[config.mk]
export PLATFORM = sky130hd
export DESIGN_NAME = switch_bank_debouncer_unit
export DESIGN_NICKNAME = d
export VERILOG_FILES = /design/src/rtl/core/sbd_pkg.sv /design/src/rtl/core/sbd_lane.sv /design/src/rtl/core/sbd_merge.sv /design/src/rtl/core/switch_bank_debouncer_unit.sv
export SDC_FILE = /design/constraint.sdc
export NUM_CORES = 1
export LEC_CHECK = 0
export BUFFER_PORTS_ARGS = -buffer_cell sky130_fd_sc_hd__buf_2
export CAP_MARGIN = 0
export CELL_PAD_IN_SITES_DETAIL_PLACEMENT = 1
export CELL_PAD_IN_SITES_GLOBAL_PLACEMENT = 2
export CORE_UTILIZATION = 44
export DETAILED_ROUTE_END_ITERATION = 10
export GPL_TIMING_DRIVEN = 1
export PLACE_DENSITY = 0.95
export SLEW_MARGIN = 30
export SYNTH_ARGS = -nofsm -noshare
export SYNTH_HDL_FRONTEND = slang
export SYNTH_SLANG_ARGS = --single-unit
export TNS_END_PERCENT = 1
[constraint.sdc]
create_clock -name clk -period 7.99 [get_ports clk]
set_input_delay 0.799 -clock clk [delete_from_list [all_inputs] [get_ports clk]]
set_output_delay 0.799 -clock clk [all_outputs]
set_load 0.1 [all_outputs]
[src/rtl/core/sbd_pkg.sv]
// Shared types, constants and helpers for the switch bank debouncer.
// No dependencies; used by sbd_lane, sbd_merge and switch_bank_debouncer_unit.
package sbd_pkg;

    localparam int LANE_CAP         = 8;
    localparam int SWITCH_COUNT_DEF = 8;
    localparam int FIELD_W          = 8;
    localparam int SEL_W            = 3;
    localparam int REQ_W            = 2;
    localparam int WINDOW_W         = 4;
    localparam int CFG_INDEX_W      = 1;
    localparam int CFG_DATA_W       = 8;

    localparam logic [WINDOW_W-1:0] WINDOW_RESET = 4'd3;

    typedef enum logic [REQ_W-1:0] {
        REQ_TICK  = 2'd0,
        REQ_POLL  = 2'd1,
        REQ_QUERY = 2'd2
    } req_type_t;

    typedef enum logic [CFG_INDEX_W-1:0] {
        CFG_WINDOW = 1'b0,
        CFG_ENABLE = 1'b1
    } cfg_reg_t;

    typedef struct packed {
        logic tick;
        logic poll;
        logic clear;
        logic stop;
    } lane_ctrl_t;

    typedef struct packed {
        logic sampling;
        logic level;
        logic changed;
    } lane_status_t;

    typedef struct packed {
        logic               sel_ready;
        logic               sel_level;
        logic               sel_changed;
        logic [FIELD_W-1:0] level_mask;
        logic [FIELD_W-1:0] sampling_mask;
        logic               tick_active;
    } result_t;

    function automatic logic [FIELD_W-1:0] settle_bits(input logic [WINDOW_W-1:0] len);
        logic [FIELD_W-1:0] mask;
        begin
            unique case (len)
                4'd0, 4'd1: mask = 8'h01;
                4'd2:       mask = 8'h03;
                4'd3:       mask = 8'h07;
                4'd4:       mask = 8'h0f;
                4'd5:       mask = 8'h1f;
                4'd6:       mask = 8'h3f;
                4'd7:       mask = 8'h7f;
                default:    mask = 8'hff;
            endcase
            return mask;
        end
    endfunction

endpackage

[src/rtl/core/sbd_lane.sv]
// One debounce lane: sample history, settled level, changed flag, sampling bit.
// Depends on sbd_pkg.
module sbd_lane
(
    input  logic                                clk,
    input  logic                                rst_n,
    input  sbd_pkg::lane_ctrl_t                 ctrl,
    input  logic                                pin,
    input  logic [sbd_pkg::FIELD_W-1:0]         wmask,
    output sbd_pkg::lane_status_t               status_next
);

    logic [sbd_pkg::FIELD_W-1:0] history_reg;
    logic [sbd_pkg::FIELD_W-1:0] history_next;
    logic                        level_reg;
    logic                        level_next;
    logic                        changed_reg;
    logic                        changed_next;
    logic                        sampling_reg;
    logic                        sampling_next;
    logic [sbd_pkg::FIELD_W-1:0] shifted;

    assign shifted = {history_reg[sbd_pkg::FIELD_W-2:0], ~pin};

    always_comb
    begin
        history_next  = history_reg;
        level_next    = level_reg;
        changed_next  = changed_reg;
        sampling_next = sampling_reg;
        if (ctrl.clear)
        begin
            level_next    = 1'b0;
            changed_next  = 1'b0;
            sampling_next = 1'b0;
        end
        else if (ctrl.stop)
        begin
            sampling_next = 1'b0;
        end
        else if (ctrl.tick && sampling_reg)
        begin
            history_next = shifted;
            if ((shifted & wmask) == wmask)
            begin
                changed_next  = ~level_reg;
                level_next    = 1'b1;
                sampling_next = 1'b0;
            end
            else if ((shifted & wmask) == '0)
            begin
                changed_next  = level_reg;
                level_next    = 1'b0;
                sampling_next = 1'b0;
            end
        end
        else if (ctrl.poll)
        begin
            sampling_next = 1'b1;
        end
    end

    always_ff @(posedge clk or negedge rst_n)
    begin
        if (!rst_n)
        begin
            history_reg  <= '0;
            level_reg    <= 1'b0;
            changed_reg  <= 1'b0;
            sampling_reg <= 1'b0;
        end
        else
        begin
            history_reg  <= history_next;
            level_reg    <= level_next;
            changed_reg  <= changed_next;
            sampling_reg <= sampling_next;
        end
    end

    assign status_next.sampling = sampling_next;
    assign status_next.level    = level_next;
    assign status_next.changed  = changed_next;

endmodule

[src/rtl/core/sbd_merge.sv]
// Merges lane status into one result item and holds it in a two-entry output queue.
// Depends on sbd_pkg.
module sbd_merge
#(
    parameter int LANE_COUNT = sbd_pkg::LANE_CAP
)
(
    input  logic                              clk,
    input  logic                              rst_n,
    input  logic                              push,
    input  logic [sbd_pkg::SEL_W-1:0]         sel,
    input  sbd_pkg::lane_status_t             lane_status [LANE_COUNT],
    output logic                              full,
    output logic                              out_valid,
    input  logic                              out_stall,
    output sbd_pkg::result_t                  head
);

    localparam int DEPTH = 2;

    sbd_pkg::result_t            result;
    sbd_pkg::result_t            slot_reg [DEPTH];
    logic                        wr_ptr_reg;
    logic                        wr_ptr_next;
    logic                        rd_ptr_reg;
    logic                        rd_ptr_next;
    logic [1:0]                  count_reg;
    logic [1:0]                  count_next;
    logic                        pop;
    logic [sbd_pkg::FIELD_W-1:0] lmask;
    logic [sbd_pkg::FIELD_W-1:0] smask;

    always_comb
    begin
        lmask              = '0;
        smask              = '0;
        result.sel_ready   = 1'b1;
        result.sel_level   = 1'b0;
        result.sel_changed = 1'b0;
        for (int i = 0; i < LANE_COUNT; i++)
        begin
            lmask[i] = lane_status[i].level;
            smask[i] = lane_status[i].sampling;
            if (sel == sbd_pkg::SEL_W'(i))
            begin
                result.sel_ready   = ~lane_status[i].sampling;
                result.sel_level   = lane_status[i].level;
                result.sel_changed = lane_status[i].changed;
            end
        end
        result.level_mask    = lmask;
        result.sampling_mask = smask;
        result.tick_active   = |smask;
    end

    assign full      = (count_reg == 2'(DEPTH));
    assign out_valid = (count_reg != 2'd0);
    assign pop       = out_valid && !out_stall;
    assign head      = slot_reg[rd_ptr_reg];

    always_comb
    begin
        wr_ptr_next = push ? ~wr_ptr_reg : wr_ptr_reg;
        rd_ptr_next = pop ? ~rd_ptr_reg : rd_ptr_reg;
        count_next  = count_reg + {1'b0, push} - {1'b0, pop};
    end

    always_ff @(posedge clk)
    begin
        if (push)
        begin
            slot_reg[wr_ptr_reg] <= result;
        end
    end

    always_ff @(posedge clk or negedge rst_n)
    begin
        if (!rst_n)
        begin
            wr_ptr_reg <= 1'b0;
            rd_ptr_reg <= 1'b0;
            count_reg  <= 2'd0;
        end
        else
        begin
            wr_ptr_reg <= wr_ptr_next;
            rd_ptr_reg <= rd_ptr_next;
            count_reg  <= count_next;
        end
    end

    assert property (@(posedge clk) disable iff (!rst_n)
        count_reg <= 2'(DEPTH))
        else $error("output queue count overflow");

    assert property (@(posedge clk) disable iff (!rst_n)
        !(push && full))
        else $error("item pushed into a full output queue");

    assert property (@(posedge clk) disable iff (!rst_n)
        out_valid |-> (head.tick_active == (head.sampling_mask != '0)))
        else $error("tick_active disagrees with sampling_mask");

    assert property (@(posedge clk) disable iff (!rst_n)
        (push && !pop) |=> (count_reg == $past(count_reg) + 2'd1))
        else $error("output queue lost an item");

endmodule

[src/rtl/core/switch_bank_debouncer_unit.sv]
// Top level of the switch bank debouncer: input decode, config registers, lanes, merge.
// Depends on sbd_pkg, sbd_lane and sbd_merge.
//
//   port group   direction  handshake           payload
//   in           to block   in_valid/in_stall   req_type, switch_index, pin_levels
//   out          from block out_valid/out_stall sel_*, level_mask, sampling_mask, tick_active
//   cfg          to block   cfg_we              cfg_index, cfg_data
//
// One item per cycle while not stalled; each result is registered into the output queue.
// All lanes update in the accept cycle; the two-entry output queue sets the stall.
// in_stall rises only when two results wait unread.
// rst_n clears history, levels, flags, sampling bits and the queue at once.
module switch_bank_debouncer_unit
#(
    parameter int SWITCH_COUNT = sbd_pkg::SWITCH_COUNT_DEF
)
(
    input  logic                               clk,
    input  logic                               rst_n,
    input  logic                               in_valid,
    output logic                               in_stall,
    input  logic [sbd_pkg::REQ_W-1:0]          req_type,
    input  logic [sbd_pkg::SEL_W-1:0]          switch_index,
    input  logic [sbd_pkg::FIELD_W-1:0]        pin_levels,
    output logic                               out_valid,
    input  logic                               out_stall,
    output logic                               sel_ready,
    output logic                               sel_level,
    output logic                               sel_changed,
    output logic [sbd_pkg::FIELD_W-1:0]        level_mask,
    output logic [sbd_pkg::FIELD_W-1:0]        sampling_mask,
    output logic                               tick_active,
    input  logic                               cfg_we,
    input  logic [sbd_pkg::CFG_INDEX_W-1:0]    cfg_index,
    input  logic [sbd_pkg::CFG_DATA_W-1:0]     cfg_data
);

    localparam int LANE_COUNT = (SWITCH_COUNT < sbd_pkg::LANE_CAP) ?
                                SWITCH_COUNT : sbd_pkg::LANE_CAP;

    logic [sbd_pkg::WINDOW_W-1:0] window_reg;
    logic [sbd_pkg::WINDOW_W-1:0] window_next;
    logic [LANE_COUNT-1:0]        enabled_reg;
    logic [LANE_COUNT-1:0]        enabled_next;
    logic [sbd_pkg::FIELD_W-1:0]  wmask;
    logic                         accept;
    logic                         tick;
    logic                         poll;
    logic                         enable_wr;
    sbd_pkg::lane_ctrl_t          lane_ctrl [LANE_COUNT];
    sbd_pkg::lane_status_t        lane_status [LANE_COUNT];
    sbd_pkg::result_t             head;

    assign accept    = in_valid && !in_stall;
    assign tick      = accept && (req_type == sbd_pkg::REQ_TICK);
    assign poll      = accept && (req_type == sbd_pkg::REQ_POLL);
    assign enable_wr = cfg_we && (cfg_index == sbd_pkg::CFG_ENABLE);
    assign wmask     = sbd_pkg::settle_bits(window_reg);

    always_comb
    begin
        window_next  = window_reg;
        enabled_next = enabled_reg;
        if (cfg_we)
        begin
            unique case (cfg_index)
                sbd_pkg::CFG_WINDOW: window_next  = cfg_data[sbd_pkg::WINDOW_W-1:0];
                sbd_pkg::CFG_ENABLE: enabled_next = cfg_data[LANE_COUNT-1:0];
                default:             window_next  = window_reg;
            endcase
        end
    end

    always_ff @(posedge clk or negedge rst_n)
    begin
        if (!rst_n)
        begin
            window_reg  <= sbd_pkg::WINDOW_RESET;
            enabled_reg <= '0;
        end
        else
        begin
            window_reg  <= window_next;
            enabled_reg <= enabled_next;
        end
    end

    for (genvar i = 0; i < LANE_COUNT; i++)
    begin : g_lane
        assign lane_ctrl[i].tick  = tick;
        assign lane_ctrl[i].poll  = poll && enabled_reg[i] &&
                                    (switch_index == sbd_pkg::SEL_W'(i));
        assign lane_ctrl[i].clear = enable_wr && !enabled_reg[i] && cfg_data[i];
        assign lane_ctrl[i].stop  = enable_wr && enabled_reg[i] && !cfg_data[i];

        sbd_lane u_lane
        (
            .clk         (clk),
            .rst_n       (rst_n),
            .ctrl        (lane_ctrl[i]),
            .pin         (pin_levels[i]),
            .wmask       (wmask),
            .status_next (lane_status[i])
        );
    end

    sbd_merge
    #(
        .LANE_COUNT (LANE_COUNT)
    )
    u_merge
    (
        .clk         (clk),
        .rst_n       (rst_n),
        .push        (accept),
        .sel         (switch_index),
        .lane_status (lane_status),
        .full        (in_stall),
        .out_valid   (out_valid),
        .out_stall   (out_stall),
        .head        (head)
    );

    assign sel_ready     = head.sel_ready;
    assign sel_level     = head.sel_level;
    assign sel_changed   = head.sel_changed;
    assign level_mask    = head.level_mask;
    assign sampling_mask = head.sampling_mask;
    assign tick_active   = head.tick_active;

endmodule

==> flow_summary.yaml <==
outcome:
  status: "finished, final reports clean"
yosys:
  synth_cell_types: 86
  syn-num-nets: 729
  synth.area.top_cells: "dfrtp_1, edfxtp_1, mux2_2"
  synthMuxAreaShare_pct: 11.1
  synth_xor_area_share_pct: 1.29
  async_flop_share_pct: 70.6
  synth_top_family_by_area: "compound AO/OA/AOI/OAI gates"
  synth.ff_latch_count: 136
  synth-adder-area-share_pct: 0.488
  yosysTopAreaCellShare_pct: 31.6
  synthFlopType: "dfrtp_1"
  synth-warning-count: 0
  synth_top_area_cell: "dfrtp_1"
  synth-edff-count: 40
  syn_area_um2: 7440
  synth-compound-area-share_pct: 18.2
  synth.yosys.seq_area_share_pct: 48.5
  avgSynthCellArea_um2: 10.6
  syn_inst: 700
  synth-simple-area-share_pct: 16.9
clock_network:
  insertion_delay_ps: 430
  clock_sinks: 136
  numCtsBuffers: 17
  ctsHoldBuffers: 0
  htree_num_levels: 4
  cts_tree: "done"
  post_cts_resized: 0
  cts_setup_buffers: 0
  cts_root_buf: "clkbuf_16"
  clkTransAtPathRegs_ps: 60
  clockBufferDepth: 2
sta:
  final_hold_viol_count: 0
  worst_slew_margin_rel_pct: 35.5
  period_needed_ps: 3760
  finalClockSkew_ps: 7.51
  setup_viol: 0
  tns_ps: 0
  period_share_pct: 47.1
  worst_pin_slew_ps: 955
  slew_violations: 0
  max_freq_ghz: 0.266
  rsz0062_at_grt: "no"
detailed_routing:
  wl_met3_um: 932
  drt-pass1-iter-count: 7
  drc_errors: 0
  wl_met1_um: 9540
  avgViaCountPerCell: 6.15
  wl_met2_um: 10800
  wl_um: 21900
  drtIter0Drc: 355
  post_drt_wl_per_cell_um: 22.6
  top_layer: "met4"
  dr_total_vias: 5987
  drtAntennaViolNets: 0
floorplanning:
  dieArea_um2: 17400
  coreArea_um2: 16500
  start_util_pct: 45.0
  fp.dieH_um: 132
  fp.dieW_um: 132
  num_io_pins: 49
  rows: 47
cells_and_area:
  largest_register_ffs: 56
  drive_above_1_share_pct: 24.7
  fin_cells: 973
  post-route-util_pct: 51.2
  nNetsFinal: 769
  fill_cells: 1806
  n_antenna_cell: 0
  area_growth_pct: 13.7
worst_setup_path:
  start_kind: "register"
  crit_slowest_cell: "dfstp_2"
  cp-end-kind: "register"
  rrSetupSlack_ps: 4230
  critPathMaxStageDelay_ps: 1020
  cp_cell_sequence: "or2_2 > o21ai_0 > o211ai_1 > a21oi_1 > a211oi_1 > mux4_2 > mux2i_1"
  crit_type: "reg -> reg"
  required_ps: 8150
  arrival_ps: 3920
  cp_max_fo: 35
hold_path:
  min_path_type: "in -> async"
global_route:
  grt-ovfl-total: 0
  grt_start_max_net_pins: 55
  grtUsageTotal_pct: 26.6
  grt_pass1_wl_um: 35900
  antenna_found_initial: 0
  grt_pass1_vias: 6471
power:
  power_frac_seq_pct: 35.2
  p_per_area_nw_per_um2: 308
  finalPower_uw: 2600
  power_frac_comb_pct: 31.3
  swShare_pct: 39.5
  switchingPower_uw: 1030
  peakVddDrop_uv: 252
  intPower_uw: 1580
  power.leakage_uw: 0.00342
  p_clk_share_pct: 33.5
placed_design:
  placed_cells: 941
  place_hpwl_um: 15000
  place_congestion: 0.833
  io_buffers: 48
run:
  drv_cap: 0
## per-layer routing
metal	track usage, %	vias up
met1	33.9	3041
met4	11.6	0
met3	5.19	50
li1	-	2735
met2	44.2	161
met5	0	-
## power by group through the flow
stage	logic (µW)	clock network [µW]	registers, µW
2_1_floorplan	698	0	870
3_3_place_gp	786	0	914
3_5_place_dp	809	0	928
4_1_cts	817	880	917
5_1_grt	855	908	929
6_report	814	872	917
## area by class of cell
cell class	count	area, µm²	share of cell area (%)
well taps	220	275	3.25
multi-input cells	513	3570	42.3
inverters	18	67.6	0.799
clock inverters	12	200	2.37
clock buffers	20	447	5.28
flip-flops and latches	136	3610	42.6
repair buffers	54	288	3.40
## worst max-delay path, delay by kind of cell (launching register included)
family / cells / cell delay, ps
compound gates: 4 / 1610
mux: 2 / 490
flops: 1 / 1020
simple gates: 1 / 340
## cells in the mapped netlist, types with 5 or more instances
| master | count |
|---|---|
| and2_1 | 7 |
| a22oi_1 | 5 |
| nor2_1 | 50 |
| o21ai_1 | 5 |
| xnor2_1 | 6 |
| o41ai_1 | 5 |
| a221oi_1 | 5 |
| and3_1 | 5 |
| a211oi_1 | 13 |
| inv_1 | 17 |
| a311oi_1 | 6 |
| o21ai_0 | 38 |
| nor4_1 | 9 |
| nand4_1 | 7 |
| nor3b_1 | 8 |
| o211ai_1 | 10 |
| edfxtp_1 | 40 |
| a21oi_1 | 34 |
| nand2b_1 | 13 |
| a31oi_1 | 17 |
| a21o_1 | 6 |
| buf_2 | 11 |
| mux2_2 | 66 |
| xor2_1 | 5 |
| nor3_1 | 16 |
| dfrtp_1 | 94 |
| nand3_1 | 11 |
| nand2_1 | 56 |
| clkbuf_1 | 12 |
| or2_2 | 7 |
| nor2b_1 | 12 |
| buf_6 | 7 |
## path summary, 6_finish.rpt
check                                          startpoint                                          end  depth (start not counted)
max reg2reg                     window_reg[1]$_DFFE_PN1P_            u_merge.slot_reg[1][19]$_DFFE_PP_                          7
max                             window_reg[1]$_DFFE_PN1P_            u_merge.slot_reg[1][19]$_DFFE_PP_                          7
max in group asynchronous                           rst_n      g_lane[1].u_lane.sampling_reg$_DFF_PN0_                          2
min in group clk           u_merge.count_reg[1]$_DFF_PN0_               u_merge.count_reg[1]$_DFF_PN0_                          1
min reg2reg                u_merge.count_reg[1]$_DFF_PN0_               u_merge.count_reg[1]$_DFF_PN0_                          1
min                                                 rst_n  g_lane[3].u_lane.history_reg[6]$_DFFE_PN0P_                          1
## placed cells by master (no fill, tap or decap), types with 8 or more instances in the layout
| cell type | n |
|---|---|
| dfrtp_1 | 94 |
| mux2_2 | 66 |
| nand2_1 | 56 |
| nor2_1 | 50 |
| buf_2 | 47 |
| edfxtp_1 | 40 |
| o21ai_0 | 38 |
| a21oi_1 | 34 |
| inv_1 | 17 |
| a31oi_1 | 17 |
| clkbuf_16 | 17 |
| nor3_1 | 15 |
| nand2b_1 | 13 |
| a211oi_1 | 13 |
| nor2b_1 | 12 |
| nand3_1 | 11 |
| o211ai_1 | 10 |
| nor4_1 | 9 |
| nor3b_1 | 8 |
## metrics by stage
step | hold slack, ps | instance area, µm² | setup WS, ps
global route | 402 | 8460 | 4140
detailed placement | 504 | 7800 | 4370
finish | 359 | 8460 | 4230
global placement | 476 | 7800 | 4630
CTS | 378 | 8450 | 4300
floorplan | 460 | 7440 | 5190
## cells by family (layout without fill, tap and decap cells)
logic type / after synthesis / count (layout)
AOI/OAI and AO/OA: 194 / 194
xor gates and xnor gates: 11 / 11
adders and majority gates: 3 / 3
buffers and inverters: 51 / 104
DFF: 136 / 136
muxes: 72 / 72
and+or+nand+nor: 233 / 233
Power figures use the tool's default switching activity.
